File: src/rtl/fstp_pkg.sv
// Shared types, constants and saturating helpers for the fair-share task picker.
`default_nettype none

package fstp_pkg;

  // Field widths
  localparam int RUN_W    = 8;
  localparam int CFG_W    = 5;
  localparam int TASK_W   = 4;
  localparam int GRANT_W  = 12;
  localparam int CREDIT_W = 24;
  localparam int TOTAL_W  = 48;

  // Largest grant that is reported and booked
  localparam logic [GRANT_W-1:0] GRANT_CAP = {GRANT_W{1'b1}};

  typedef logic signed [CREDIT_W-1:0] credit_t;
  typedef logic [TOTAL_W-1:0]         total_t;

  // Commands from the controller to the datapath
  typedef struct packed {
    logic load;     // latch the run time, compute the grant, rewind the address
    logic scan_rd;  // read one credit for the max search
    logic upd_rd;   // read one credit for the update pass
    logic cum_rd;   // read the chosen task's total
    logic finish;   // book the total and present the result word
  } ctl_t;

  // Status from the datapath to the controller
  typedef struct packed {
    logic addr_last;  // address sits on the last active entry
  } sts_t;

  // Add a run time to a credit, clamping to the signed range
  function automatic credit_t sat_add(credit_t c, logic [RUN_W-1:0] r);
    logic signed [CREDIT_W:0] s;
    s = $signed({c[CREDIT_W-1], c}) + $signed({{(CREDIT_W+1-RUN_W){1'b0}}, r});
    if (s[CREDIT_W] != s[CREDIT_W-1]) begin
      return s[CREDIT_W] ? {1'b1, {(CREDIT_W-1){1'b0}}} : {1'b0, {(CREDIT_W-1){1'b1}}};
    end
    return s[CREDIT_W-1:0];
  endfunction

  // Subtract a grant from a credit, clamping to the signed range
  function automatic credit_t sat_sub(credit_t c, logic [GRANT_W-1:0] g);
    logic signed [CREDIT_W:0] s;
    s = $signed({c[CREDIT_W-1], c}) - $signed({{(CREDIT_W+1-GRANT_W){1'b0}}, g});
    if (s[CREDIT_W] != s[CREDIT_W-1]) begin
      return s[CREDIT_W] ? {1'b1, {(CREDIT_W-1){1'b0}}} : {1'b0, {(CREDIT_W-1){1'b1}}};
    end
    return s[CREDIT_W-1:0];
  endfunction

endpackage

`default_nettype wire

File: src/rtl/fstp_ram.sv
// Generic simple dual-port RAM: one write port, one registered read port.
`default_nettype none

module fstp_ram #(
  parameter int WIDTH = 24,
  parameter int DEPTH = 16
) (
  input  wire logic                     clk_i,
  input  wire logic                     we_i,
  input  wire logic [$clog2(DEPTH)-1:0] waddr_i,
  input  wire logic [WIDTH-1:0]         wdata_i,
  input  wire logic                     re_i,
  input  wire logic [$clog2(DEPTH)-1:0] raddr_i,
  output logic      [WIDTH-1:0]         rdata_o
);

  logic [WIDTH-1:0] mem_q [DEPTH];

  // Write port
  always_ff @(posedge clk_i) begin
    if (we_i) begin
      mem_q[waddr_i] <= wdata_i;
    end
  end

  // Registered read port
  always_ff @(posedge clk_i) begin
    if (re_i) begin
      rdata_o <= mem_q[raddr_i];
    end
  end

endmodule

`default_nettype wire

File: src/rtl/fstp_ctrl.sv
// Sequencer for the scan, update and booking passes of the task picker.
`default_nettype none

module fstp_ctrl
  import fstp_pkg::*;
(
  input  wire logic clk_i,
  input  wire logic rst_ni,
  input  wire logic start_i,
  input  wire sts_t sts_i,
  output ctl_t      ctl_o,
  output logic      busy_o
);

  localparam logic [2:0] ST_IDLE = 3'd0;
  localparam logic [2:0] ST_SCAN = 3'd1;
  localparam logic [2:0] ST_UPD  = 3'd2;
  localparam logic [2:0] ST_FIN  = 3'd3;
  localparam logic [2:0] ST_OUT  = 3'd4;

  logic [2:0] state_q, state_d;

  // Next state and commands
  always_comb begin
    state_d = state_q;
    ctl_o   = '0;
    unique case (state_q)
      ST_IDLE: begin
        if (start_i) begin
          ctl_o.load = 1'b1;
          state_d    = ST_SCAN;
        end
      end
      ST_SCAN: begin
        ctl_o.scan_rd = 1'b1;
        if (sts_i.addr_last) begin
          state_d = ST_UPD;
        end
      end
      ST_UPD: begin
        ctl_o.upd_rd = 1'b1;
        if (sts_i.addr_last) begin
          state_d = ST_FIN;
        end
      end
      ST_FIN: begin
        ctl_o.cum_rd = 1'b1;
        state_d      = ST_OUT;
      end
      ST_OUT: begin
        ctl_o.finish = 1'b1;
        state_d      = ST_IDLE;
      end
      default: begin
        state_d = ST_IDLE;
      end
    endcase
  end

  // State register
  always_ff @(posedge clk_i or negedge rst_ni) begin
    if (!rst_ni) begin
      state_q <= ST_IDLE;
    end else begin
      state_q <= state_d;
    end
  end

  assign busy_o = (state_q != ST_IDLE);

endmodule

`default_nettype wire

File: src/rtl/fstp_dpath.sv
// Datapath: task count register, credit and total stores, max search and updates.
`default_nettype none

module fstp_dpath
  import fstp_pkg::*;
#(
  parameter int MAX_TASKS = 16
) (
  input  wire logic                clk_i,
  input  wire logic                rst_ni,
  input  wire ctl_t                ctl_i,
  output sts_t                     sts_o,
  input  wire logic [RUN_W-1:0]    run_time_i,
  input  wire logic                cfg_we_i,
  input  wire logic [CFG_W-1:0]    cfg_wdata_i,
  output logic                     done_o,
  output logic [TASK_W-1:0]        chosen_task_o,
  output logic [GRANT_W-1:0]       granted_time_o,
  output logic [TOTAL_W-1:0]       chosen_total_o
);

  localparam int IDX_W  = $clog2(MAX_TASKS);
  localparam int CNT_W  = $clog2(MAX_TASKS + 1);
  localparam int PROD_W = (RUN_W + CNT_W > GRANT_W) ? (RUN_W + CNT_W) : GRANT_W;
  localparam logic [CNT_W-1:0] CNT_RST = CNT_W'((MAX_TASKS < 10) ? MAX_TASKS : 10);

  logic [CNT_W-1:0]     cnt_q, cnt_d;
  logic [IDX_W-1:0]     addr_q, addr_d;
  logic [IDX_W-1:0]     last_idx;
  logic [RUN_W-1:0]     run_q;
  logic [GRANT_W-1:0]   grant_q, grant_d;
  logic [PROD_W-1:0]    prod;
  logic [IDX_W-1:0]     rd_idx_q;
  logic                 cmp_pend_q;
  logic                 wr_pend_q;
  credit_t              best_q;
  logic [IDX_W-1:0]     pick_q;
  logic [MAX_TASKS-1:0] crd_vld_q;
  logic [MAX_TASKS-1:0] cum_vld_q;
  logic                 done_q;
  logic [TASK_W-1:0]    task_q;
  logic [GRANT_W-1:0]   gtime_q;
  total_t               total_q;

  logic [CREDIT_W-1:0]  crd_rdata;
  logic [TOTAL_W-1:0]   cum_rdata;
  credit_t              crd_cur;
  credit_t              crd_add;
  credit_t              crd_new;
  total_t               cum_cur;
  total_t               cum_new;

  // Clamp a written task count to one .. MAX_TASKS
  always_comb begin
    cnt_d = cnt_q;
    if (cfg_we_i) begin
      if (cfg_wdata_i == '0) begin
        cnt_d = CNT_W'(1);
      end else if (32'(cfg_wdata_i) > 32'(MAX_TASKS)) begin
        cnt_d = CNT_W'(MAX_TASKS);
      end else begin
        cnt_d = CNT_W'(cfg_wdata_i);
      end
    end
  end

  // Grant: run time times task count, capped
  assign prod = PROD_W'(run_time_i) * PROD_W'(cnt_q);
  assign grant_d = (prod > PROD_W'(GRANT_CAP)) ? GRANT_CAP : GRANT_W'(prod);

  // Walk the active entries, wrapping to zero after the last one
  assign last_idx        = IDX_W'(cnt_q - CNT_W'(1));
  assign sts_o.addr_last = (addr_q == last_idx);

  always_comb begin
    addr_d = addr_q;
    if (ctl_i.load) begin
      addr_d = '0;
    end else if (ctl_i.scan_rd || ctl_i.upd_rd) begin
      addr_d = sts_o.addr_last ? '0 : addr_q + IDX_W'(1);
    end
  end

  // Never-written entries read as zero
  assign crd_cur = crd_vld_q[rd_idx_q] ? $signed(crd_rdata) : '0;
  assign crd_add = sat_add(crd_cur, run_q);
  assign crd_new = (rd_idx_q == pick_q) ? sat_sub(crd_add, grant_q) : crd_add;

  assign cum_cur = cum_vld_q[pick_q] ? cum_rdata : '0;
  assign cum_new = cum_cur + TOTAL_W'(grant_q);

  fstp_ram #(
    .WIDTH (CREDIT_W),
    .DEPTH (MAX_TASKS)
  ) u_credit_ram (
    .clk_i   (clk_i),
    .we_i    (wr_pend_q),
    .waddr_i (rd_idx_q),
    .wdata_i (crd_new),
    .re_i    (ctl_i.scan_rd || ctl_i.upd_rd),
    .raddr_i (addr_q),
    .rdata_o (crd_rdata)
  );

  fstp_ram #(
    .WIDTH (TOTAL_W),
    .DEPTH (MAX_TASKS)
  ) u_total_ram (
    .clk_i   (clk_i),
    .we_i    (ctl_i.finish),
    .waddr_i (pick_q),
    .wdata_i (cum_new),
    .re_i    (ctl_i.cum_rd),
    .raddr_i (pick_q),
    .rdata_o (cum_rdata)
  );

  // Control state
  always_ff @(posedge clk_i or negedge rst_ni) begin
    if (!rst_ni) begin
      cnt_q      <= CNT_RST;
      addr_q     <= '0;
      cmp_pend_q <= 1'b0;
      wr_pend_q  <= 1'b0;
      crd_vld_q  <= '0;
      cum_vld_q  <= '0;
      done_q     <= 1'b0;
    end else begin
      cnt_q      <= cnt_d;
      addr_q     <= addr_d;
      cmp_pend_q <= ctl_i.scan_rd;
      wr_pend_q  <= ctl_i.upd_rd;
      done_q     <= ctl_i.finish;
      if (wr_pend_q) begin
        crd_vld_q[rd_idx_q] <= 1'b1;
      end
      if (ctl_i.finish) begin
        cum_vld_q[pick_q] <= 1'b1;
      end
    end
  end

  // Payload registers
  always_ff @(posedge clk_i) begin
    if (ctl_i.load) begin
      run_q   <= run_time_i;
      grant_q <= grant_d;
    end
    if (ctl_i.scan_rd || ctl_i.upd_rd) begin
      rd_idx_q <= addr_q;
    end
    // Keep the largest credit; a tie keeps the lower index
    if (cmp_pend_q) begin
      if (rd_idx_q == '0 || crd_cur > best_q) begin
        best_q <= crd_cur;
        pick_q <= rd_idx_q;
      end
    end
    if (ctl_i.finish) begin
      task_q  <= TASK_W'(pick_q);
      gtime_q <= grant_q;
      total_q <= cum_new;
    end
  end

  assign done_o         = done_q;
  assign chosen_task_o  = task_q;
  assign granted_time_o = gtime_q;
  assign chosen_total_o = total_q;

endmodule

`default_nettype wire

File: src/rtl/fair_share_task_picker_unit.sv
// Top level of the fair-share task picker: controller, datapath and checks.
`default_nettype none

// Each word on start_i/run_time_i asks for one scheduling decision. The unit
// picks the active task with the largest signed credit (lowest index on a
// tie), grants it run_time * active_tasks (capped at 4095), raises every
// active credit by run_time with saturation, charges the grant to the chosen
// task and adds it to that task's 48-bit wrapping total. The result word is
// shown for exactly one cycle with done_o high and cannot be held off. A
// new word is not taken until the decision before it is done: the single
// read port of the credit memory is walked once to find the maximum and
// once more to write back the updated credits, then the chosen total is
// read and booked. busy_o is high while a decision is in flight; the
// result strobe lands in the first cycle that busy_o is low again, so a
// new start can be taken in that same cycle. Credits and totals read as zero
// after reset with no clearing pass. Write cfg_we_i/cfg_wdata_i only while
// busy_o is low; the task count is stored clamped to one .. MAX_TASKS.
module fair_share_task_picker_unit
  import fstp_pkg::*;
#(
  parameter int MAX_TASKS = 16
) (
  input  wire logic               clk_i,
  input  wire logic               rst_ni,
  input  wire logic               start_i,
  output logic                    busy_o,
  input  wire logic [RUN_W-1:0]   run_time_i,
  input  wire logic               cfg_we_i,
  input  wire logic [CFG_W-1:0]   cfg_wdata_i,
  output logic                    done_o,
  output logic [TASK_W-1:0]       chosen_task_o,
  output logic [GRANT_W-1:0]      granted_time_o,
  output logic [TOTAL_W-1:0]      chosen_total_o
);

  ctl_t ctl;
  sts_t sts;
  logic u_dpath_run_zero;
  logic run_zero_q;

  fstp_ctrl u_ctrl (
    .clk_i   (clk_i),
    .rst_ni  (rst_ni),
    .start_i (start_i),
    .sts_i   (sts),
    .ctl_o   (ctl),
    .busy_o  (busy_o)
  );

  fstp_dpath #(
    .MAX_TASKS (MAX_TASKS)
  ) u_dpath (
    .clk_i          (clk_i),
    .rst_ni         (rst_ni),
    .ctl_i          (ctl),
    .sts_o          (sts),
    .run_time_i     (run_time_i),
    .cfg_we_i       (cfg_we_i),
    .cfg_wdata_i    (cfg_wdata_i),
    .done_o         (done_o),
    .chosen_task_o  (chosen_task_o),
    .granted_time_o (granted_time_o),
    .chosen_total_o (chosen_total_o)
  );

  // Track whether the word in flight carried a zero run time
  always_ff @(posedge clk_i or negedge rst_ni) begin
    if (!rst_ni) begin
      run_zero_q <= 1'b0;
    end else if (start_i && !busy_o) begin
      run_zero_q <= (run_time_i == '0);
    end
  end

  assign u_dpath_run_zero = run_zero_q;

  // An accepted word makes the unit busy on the next cycle
  a_start_busy: assert property (@(posedge clk_i) disable iff (!rst_ni)
    (start_i && !busy_o) |=> busy_o)
    else $error("accepted word did not raise busy");

  // The result strobe comes only as the unit turns idle
  a_done_idle: assert property (@(posedge clk_i) disable iff (!rst_ni)
    done_o |-> (!busy_o && $past(busy_o)))
    else $error("result strobe outside the end of a decision");

  // A grant of zero only follows a zero run time
  a_grant_zero: assert property (@(posedge clk_i) disable iff (!rst_ni)
    (done_o && (granted_time_o == '0)) |-> (u_dpath_run_zero))
    else $error("zero grant from a nonzero run time");

endmodule

`default_nettype wire
File: config.mk
export PLATFORM = sky130hd
export DESIGN_NAME = fair_share_task_picker_unit
export DESIGN_NICKNAME = d
export VERILOG_FILES = /design/src/rtl/fstp_pkg.sv /design/src/rtl/fstp_ram.sv /design/src/rtl/fstp_ctrl.sv /design/src/rtl/fstp_dpath.sv /design/src/rtl/fair_share_task_picker_unit.sv
export SDC_FILE = /design/constraint.sdc
export NUM_CORES = 2
export LEC_CHECK = 0
export ABC_AREA = 1
export ABC_CLOCK_PERIOD_IN_PS = 7280
export BUFFER_PORTS_ARGS = -buffer_cell sky130_fd_sc_hd__buf_4
export CAP_MARGIN = 30
export CORE_ASPECT_RATIO = 0.75
export CORE_MARGIN = 5
export CORE_UTILIZATION = 35
export DETAILED_ROUTE_END_ITERATION = 7
export GPL_TIMING_DRIVEN = 0
export PLACE_DENSITY = 0.5
export SYNTH_ARGS = -nofsm -noshare
export SYNTH_HDL_FRONTEND = slang
export SYNTH_SLANG_ARGS = --single-unit
File: constraint.sdc
create_clock -name clk_i -period 7.28 [get_ports clk_i]
set_input_delay 0.728 -clock clk_i [delete_from_list [all_inputs] [get_ports clk_i]]
set_output_delay 0.728 -clock clk_i [all_outputs]
set_load 0.02 [all_outputs]
# Yosys cells after proc, flatten, opt, wreduce, memory -nomap -nowiden
# Memories as Yosys holds them, arrays and structs flattened. A register that Yosys moved wholly into a read port is not among the register bits.
# Index checks and enable logic that the tools add are counted.
[classes]
n_addsub = 5
multipliers = 1
magnitude_cmp = 7
eq_ne = 11
muxes = 38
bitwise = 2
n_reduce_logical = 11
[op_table]
columns = ["cell", "n"]
rows = [
  ["2-to-1 mux 24 bit", 8],
  ["adder 48 x 12 -> 48 bit", 1],
  ["2-to-1 mux 48 bit", 1],
  ["OR 16 bit", 2],
  ["adder 24 x 9 -> 25 bit", 1],
  ["subtractor 24 x 13 -> 25 bit", 1],
  ["> comparator 24 bit", 1],
  ["2-to-1 mux 1 bit", 16],
  ["> comparator 13 x 12 -> 1 bit (second input constant)", 1],
  ["multiplier 8 x 5 -> 13 bit", 1],
  ["2-to-1 mux 4 bit", 3],
  ["case mux 3 bit (4 select lines)", 1],
  ["< comparator 4 x 5 -> 1 bit (second input constant)", 2],
  ["2-to-1 mux 5 bit", 2],
  ["2-to-1 mux 3 bit", 3],
  ["binary-select mux 1 bit (select 4 bit)", 2],
  ["demux 1 bit (select 4 bit)", 2],
  ["equality test 4 bit", 2],
  ["greater-or-equal comparator 4 x 1 -> 1 bit (second input constant)", 2],
  ["equality test 3 x 2 -> 1 bit (second input constant)", 2],
  ["> comparator 5 bit (second input constant)", 1],
  ["zero test 5 bit", 1],
  ["adder 4 x 1 -> 4 bit (second input constant)", 1],
  ["zero test 4 bit", 1],
  ["other kinds (13)", 17],
]
[word_totals]
register_bits = 163
ram_bits = 1152
input_bits = 17
output_inout_bits = 66
word_cells = 93
memories = 2
[memory_table]
columns = ["memory", "depth", "width", "read_ports", "rd_ports_with_merged_regs", "wr", "line", "source"]
rows = [
  ["u_dpath.u_total_ram.mem_q", 16, 48, 1, 1, 1, "fstp_ram.sv:17", "logic [WIDTH-1:0] mem_q [DEPTH];"],
  ["u_dpath.u_credit_ram.mem_q", 16, 24, 1, 1, 1, "fstp_ram.sv:17", ""],
]

# Longest topological paths before layout
[depth]
word_depth = 12
mapped_depth = 48
depth_no_buf = 45

# Modules after synthesis
# From an unflattened synthesis, not the netlist that was laid out.
[unflattened]
hier_cells = 6188
area_unflattened_um2 = 63553.5
[by_module_without_submodules]
columns = ["module", "n_inst", "cells_each", "area_each_um2", "seq_area_each_um2"]
rows = [
  ["fstp_ram (u_dpath.u_total_ram)", 1, 3165, 34469.3, 24503.5],
  ["fstp_ram (u_dpath.u_credit_ram)", 1, 1597, 17190.2, 12251.8],
  ["fstp_dpath", 1, 1400, 11713.7, 4586.9],
  ["fstp_ctrl", 1, 26, 180.2, 75.1],
]

# Worst setup path after synthesis
# No wires, ideal clock.
[synth_path]
path_kind = "register to register"
from = "register u_dpath.rd_idx_q[0]"
to = "memory u_dpath.u_credit_ram.mem_q[0][0] (data pin)"
setup_time_ps = 291
arrival_time_ps = 6402
required_time_ps = 6989
slack_ps = 586
stages_incl_launch_ff = 47
synth_period_minus_slack_ps = 6694
path_cell_list = "edfxtp_1 > buf_6 > nand2_1 > nand2_1 > nand2_1 > nand2_1 > nand2_1 > nand2_2 > nor2_4 > buf_6 > buf_1 > nor2_1 > ha_1 > inv_1 > nor3_1 > nand2_1 > o211ai_1 > nand2_1 > [11 not listed] > inv_1 > ha_1 > fa_1 > nand3b_1 > nor2_1 > nor2_1 > o21ai_0 > a21oi_1 > o21bai_1 > and3_1 > nor2_1 > nand4_2 > nor2_2 > nand3_1 > nand2_1 > nor2_2 > nor2_4 > a21oi_1"
[synth_between]
elab_chain_cells = 12
elab_cells_between_ends = 17
classes_between = "add/sub: 2; eq/ne: 3; mux: 12"
[synth_lines]
columns = ["element", "line", "source"]
rows = [
  ["start, declared", "fstp_dpath.sv:33", "logic [IDX_W-1:0] rd_idx_q;"],
  ["start signal, assigned", "fstp_dpath.sv:150", "rd_idx_q <= addr_q;"],
  ["binary-select mux 1 bit (select 4 bit) (*)", "fstp_dpath.sv:85", "assign crd_cur = crd_vld_q[rd_idx_q] ? $signed(crd_rdata) : '0;"],
  ["2-to-1 mux 1 bit (implied by the code) (*)", "fstp_dpath.sv:85", ""],
  ["2-to-1 mux 24 bit (*)", "fstp_dpath.sv:85", ""],
  ["named net u_dpath.crd_cur[4]", "fstp_dpath.sv:47", "credit_t crd_cur;"],
  ["adder 24 x 9 -> 25 bit (*)", "fstp_pkg.sv:37", "s = $signed({c[CREDIT_W-1], c}) + $signed({{(CREDIT_W+1-RUN_W){1'b0}}, r});"],
  ["2-to-1 mux 24 bit or != test 1 bit (tied branches)", "fstp_pkg.sv:39, fstp_pkg.sv:38", ""],
  ["2-to-1 mux 24 bit or 2-to-1 mux 1 bit (tied branches)", "fstp_pkg.sv:38", "if (s[CREDIT_W] != s[CREDIT_W-1]) begin"],
  ["2-to-1 mux 24 bit (*)", "fstp_pkg.sv:41", "return s[CREDIT_W-1:0];"],
  ["subtractor 24 x 13 -> 25 bit", "fstp_pkg.sv:47", "s = $signed({c[CREDIT_W-1], c}) - $signed({{(CREDIT_W+1-GRANT_W){1'b0}}, g});"],
  ["2-to-1 mux 24 bit or != test 1 bit (tied branches)", "fstp_pkg.sv:49, fstp_pkg.sv:48", ""],
  ["2-to-1 mux 24 bit or 2-to-1 mux 1 bit (tied branches)", "fstp_pkg.sv:48", "if (s[CREDIT_W] != s[CREDIT_W-1]) begin"],
  ["2-to-1 mux 24 bit", "fstp_pkg.sv:51", "return s[CREDIT_W-1:0];"],
  ["2-to-1 mux 24 bit (*)", "fstp_dpath.sv:87", "assign crd_new = (rd_idx_q == pick_q) ? sat_sub(crd_add, grant_q) : crd_add;"],
  ["named net u_dpath.crd_new[0]", "fstp_dpath.sv:49", "credit_t crd_new;"],
  ["end, declared", "fstp_ram.sv:17", ""],
]
# Mark *: on every way through the listed nets, which the timed path passes. The rest lies on a longest branch. The select of a mux whose other input is x is not followed.

# Final worst setup path
[layout_path]
from = "register u_dpath.rd_idx_q[0]"
to = "memory u_dpath.u_credit_ram.mem_q[20][17] (netlist: u_dpath.u_credit_ram.mem_q[10][17]) (data pin)"
# Same word-level chain as after synthesis.

==> impl_metrics.prom <==
# TYPE chip_impl_metric gauge
chip_impl_metric{name="drv_cap",unit=""} 0
chip_impl_metric{name="regToRegSetupSlack",unit="ns"} 0.33
chip_impl_metric{name="number_of_vias_after_detailed_routing",unit=""} 36895
chip_impl_metric{name="groute.usage.overall",unit="%"} 21.0
chip_impl_metric{name="avgRoutedWirePerCell",unit="µm"} 27.0
chip_impl_metric{name="critPathMaxStageDelay",unit="ns"} 0.51
chip_impl_metric{name="p_leak",unit="nW"} 23.6
chip_impl_info{name="startpoint_kind_of_the_worst_setup_timing_path",value="register"} 1
chip_impl_metric{name="synth.top_cell.area_share",unit="%"} 71.2
chip_impl_metric{name="htree_num_levels",unit=""} 4
chip_impl_info{name="worstHoldPathType",value="in -> reg"} 1
chip_impl_info{name="cpMaxStageDelayCell",value="sky130_fd_sc_hd__edfxtp_1"} 1
chip_impl_info{name="status",value="complete, no violations"} 1
chip_impl_metric{name="worst_pin_slew",unit="ns"} 1.10
chip_impl_info{name="criticalPathCategory",value="reg -> reg"} 1
chip_impl_metric{name="timing_max_transition_violations_final",unit=""} 0
chip_impl_metric{name="finalInstanceArea",unit="mm²"} 0.0678
chip_impl_metric{name="seqCellArea",unit="mm²"} 0.0414
chip_impl_metric{name="synthesis.nets",unit=""} 4191
chip_impl_info{name="post-synth-top-count-cell",value="sky130_fd_sc_hd__edfxtp_1"} 1
chip_impl_metric{name="synth.cell_area",unit="mm²"} 0.0565
chip_impl_metric{name="yosys_warnings",unit=""} 0
chip_impl_metric{name="drcViolationCount",unit=""} 0
chip_impl_metric{name="whs",unit="ns"} 0.152
chip_impl_metric{name="largest_net_degree_at_the_start_of_global_routing",unit=""} 48
chip_impl_metric{name="antenna_found_initial",unit=""} 13
chip_impl_metric{name="power_density_normalized_to_cell_area",unit="mW/mm²"} 516
chip_impl_metric{name="dp_hpwl",unit="µm"} 123000
chip_impl_metric{name="final_core_utilization",unit="%"} 42.3
chip_impl_metric{name="dpl_cell_area",unit="mm²"} 0.0620
chip_impl_info{name="worst_path_most_repeated_cell",value="sky130_fd_sc_hd__nand2_1"} 1
chip_impl_metric{name="synth_enable_flop_cells",unit=""} 1340
chip_impl_metric{name="first_iter_violations",unit=""} 4378
chip_impl_metric{name="gp_congestion",unit=""} 0.843
chip_impl_metric{name="detail_route.first_pass.iterations",unit=""} 6
chip_impl_metric{name="fin_nets",unit=""} 4610
chip_impl_metric{name="worstPathMaxFanout",unit=""} 16
chip_impl_metric{name="clkLatencyLatePin",unit="ns"} 0.79
chip_impl_info{name="ys_top_cells_by_area",value="sky130_fd_sc_hd__edfxtp_1 71%, sky130_fd_sc_hd__a22oi_1 5.2%, sky130_fd_sc_hd__nor2_1 2.6%"} 1
chip_impl_metric{name="gr-total-overflow",unit=""} 0
chip_impl_metric{name="fp.dieW",unit="µm"} 474
chip_impl_metric{name="per_instance_average_area_after_synthesis",unit="µm²"} 13.9
chip_impl_metric{name="numCtsBuffers",unit=""} 145
chip_impl_metric{name="number_of_buffers_added_on_ports",unit=""} 82
chip_impl_metric{name="io_pins",unit=""} 83
chip_impl_info{name="clock_tree.root_cell",value="sky130_fd_sc_hd__clkbuf_16"} 1
chip_impl_metric{name="area_delta_synth_final",unit="%"} 20.0
chip_impl_metric{name="cts-root-to-sink-buffers",unit=""} 3
chip_impl_metric{name="drt.antenna.violating_nets",unit=""} 0
chip_impl_metric{name="crit_arrival",unit="ns"} 7.55
chip_impl_metric{name="multiInputGateArea",unit="mm²"} 0.0139
chip_impl_metric{name="ys_seq_elements",unit=""} 1387
chip_impl_info{name="synth_flop_cell",value="sky130_fd_sc_hd__edfxtp_1"} 1
chip_impl_metric{name="cp.required",unit="ns"} 7.88
chip_impl_metric{name="gate_count_of_the_mapped_netlist",unit=""} 4074
chip_impl_metric{name="count_of_unique_library_cells_instantiated_by_yosys",unit=""} 51
chip_impl_metric{name="wl",unit="µm"} 182000
chip_impl_metric{name="synth_seq_area_share",unit="%"} 73.3
chip_impl_metric{name="async_reset_ff_share",unit="%"} 3.39
chip_impl_metric{name="max_slew_margin",unit="%"} 26.4
chip_impl_metric{name="clk_pin_slew_worst_paths",unit="ns"} 0.06
chip_impl_metric{name="max-vdd-ir-drop",unit="mV"} 0.445
chip_impl_metric{name="final-hold-violation-count",unit=""} 0
chip_impl_metric{name="initial_core_util",unit="%"} 35.3
chip_impl_metric{name="core",unit="mm²"} 0.160
chip_impl_metric{name="fin_total_pwr",unit="mW"} 35.0
chip_impl_metric{name="min_period",unit="ns"} 6.95
chip_impl_info{name="netlist.top_cell.by_area",value="sky130_fd_sc_hd__edfxtp_1"} 1
chip_impl_metric{name="final_min_period_over_clock_period",unit="%"} 95.4
chip_impl_metric{name="vias_in_the_first_global_route",unit=""} 35038
chip_impl_info{name="tritoncts",value="done"} 1
chip_impl_metric{name="die_y_extent",unit="µm"} 358
chip_impl_metric{name="drive_gt1_share",unit="%"} 14.4
chip_impl_metric{name="grt_pass1_wl",unit="µm"} 257000
chip_impl_metric{name="cts_sinks",unit=""} 1387
chip_impl_info{name="ys_top_cells_by_count",value="1,340 x sky130_fd_sc_hd__edfxtp_1, 388 x sky130_fd_sc_hd__a22oi_1, 387 x sky130_fd_sc_hd__nor2_1"} 1
chip_impl_metric{name="fp.dieArea",unit="mm²"} 0.170
chip_impl_info{name="critical_path.endpoint_type",value="register"} 1
chip_impl_metric{name="clock.fmax",unit="MHz"} 144
chip_impl_metric{name="floorplan.rows",unit=""} 127
chip_impl_metric{name="avgViaCountPerCell",unit=""} 5.47
chip_impl_metric{name="clock_skew",unit="ns"} 0.0518
chip_impl_metric{name="final-setup-viol-count",unit=""} 0
chip_impl_metric{name="nFillCells",unit=""} 14596
[final timing paths]
| check | startpoint | to | cells past startpoint |
|---|---|---|---|
| setup / recovery | u_dpath.rd_idx_q[0] | u_dpath.u_credit_ram.mem_q[10][17] | 51 |
| min in group asynchronous | rst_ni | u_dpath.cnt_q[4] | 2 |
| hold / removal | cfg_we_i | u_dpath.cnt_q[1] | 2 |
| setup reg to reg | u_dpath.rd_idx_q[0] | u_dpath.u_credit_ram.mem_q[10][17] | 51 |
| hold reg to reg | u_dpath.rd_idx_q[1] | u_dpath.pick_q[1] | 0 |
| max in group asynchronous | rst_ni | u_dpath.cum_vld_q[3] | 2 |
[cell type report]
class,count,share of cell area [%]
flip-flops and latches,1387,61.1
multi-input cells,2190,20.4
clock buffers,198,5.80
repair buffers,272,4.89
well taps,2128,3.93
inverters,286,1.59
plain buffers,210,1.34
clock inverters,64,0.911
diodes,6,0.0221
repair inverters,1,0.0111
[flip-flops by register name (all words and copies together) (netlist names)]
| register | flops |
|---|---|
| u_ctrl.state_q | 3 |
| u_dpath.addr_q | 4 |
| u_dpath.best_q | 24 |
| u_dpath.chosen_task_o | 4 |
| u_dpath.chosen_total_o | 48 |
| u_dpath.cmp_pend_q | 1 |
| u_dpath.cnt_q | 5 |
| u_dpath.crd_vld_q | 16 |
| u_dpath.cum_vld_q | 16 |
| u_dpath.done_o | 1 |
| u_dpath.grant_q | 12 |
| u_dpath.granted_time_o | 12 |
| u_dpath.pick_q | 4 |
| u_dpath.rd_idx_q | 4 |
| u_dpath.run_q | 8 |
| u_dpath.u_credit_ram.mem_q | 384 |
| u_dpath.u_credit_ram.rdata_o | 24 |
| u_dpath.u_total_ram.mem_q | 768 |
| u_dpath.u_total_ram.rdata_o | 48 |
| u_dpath.wr_pend_q | 1 |
[critical path: cells and delay by family, from the launching register on]
family | cells | cell delay (ns)
simple gates | 27 | 2.68
flops | 1 | 0.51
fa+ha+maj | 4 | 0.96
compound gates | 7 | 0.96
buf+inv | 13 | 1.63
[where the power goes]
part | internal, mW | switching, mW | leakage (nW)
registers | 11.7 | 0.346 | 12.9
clock network | 4.06 | 3.17 | 2.20
logic | 4.91 | 10.7 | 8.51
total | 20.7 | 14.2 | 23.6
[placed cells by master, fill, tap and decap left out, types with 19 or more instances in the layout]
cell type,count
sky130_fd_sc_hd__buf_4,160
sky130_fd_sc_hd__nor2_1,341
sky130_fd_sc_hd__buf_12,60
sky130_fd_sc_hd__clkbuf_1,215
sky130_fd_sc_hd__nand3_1,88
sky130_fd_sc_hd__inv_1,274
sky130_fd_sc_hd__nor2_4,45
sky130_fd_sc_hd__o211ai_1,33
sky130_fd_sc_hd__buf_1,24
sky130_fd_sc_hd__a21oi_1,239
sky130_fd_sc_hd__o221ai_1,71
sky130_fd_sc_hd__nor2_2,19
sky130_fd_sc_hd__a22oi_1,388
sky130_fd_sc_hd__o21ai_0,227
sky130_fd_sc_hd__or2_2,24
sky130_fd_sc_hd__fa_1,19
sky130_fd_sc_hd__clkinv_1,33
sky130_fd_sc_hd__nand4_1,22
sky130_fd_sc_hd__or4_1,48
sky130_fd_sc_hd__xnor2_1,29
sky130_fd_sc_hd__clkbuf_16,148
sky130_fd_sc_hd__xor2_1,51
sky130_fd_sc_hd__edfxtp_1,1340
sky130_fd_sc_hd__dfrtp_1,45
sky130_fd_sc_hd__ha_1,76
sky130_fd_sc_hd__nand2_1,296
sky130_fd_sc_hd__buf_8,28
sky130_fd_sc_hd__o22ai_1,35
[metal layers]
layer	part of all wire (%)	track usage, %	vias up	routed length [µm]
li1	-	-	16189	-
met1	46	32.2	18756	84200
met2	42	29.6	1714	75600
met3	10	5.76	234	18800
met4	1.9	4.82	2	3490
met5	0.0066	0	-	12
[logic make-up (layout without fill, tap and decap cells)]
family	count (synthesis)	after routing	synth area share, %
AOI/OAI and AO/OA	1041	1041	11.8
xor gates and xnor gates	90	90	1.39
adders and majority gates	100	100	2.49
buffers and inverters	497	1031	3.40
DFF	1387	1387	73.3
other	0	6	0
and+or+nand+nor	959	959	7.63
[repair_timing]
action                                 4_1_cts  5_1_grt
setup buffers                               30       31
cloned                                       2        3
setup endpoints to repair                  979      580
pin swaps                                   16       19
gates resized for setup                     54       55
endpoints found under the hold margin       37        0
hold buffers                                 1        0
[per-stage QoR]
| stage | TNS [ns] | setup slack [ns] | instances |
|---|---|---|---|
| 3_5_place_dp | -1001.26 | -1.85 | 6404 |
| 2_1_floorplan | 0 | 0.586 | 4074 |
| 4_1_cts | 0 | 0.0352 | 6698 |
| 6_report | 0 | 0.334 | 6742 |
| 3_3_place_gp | -6171.38 | -7.04 | 6284 |
| 5_1_grt | -2.26 | -0.0486 | 6737 |
Power figures use the tool's default switching activity.
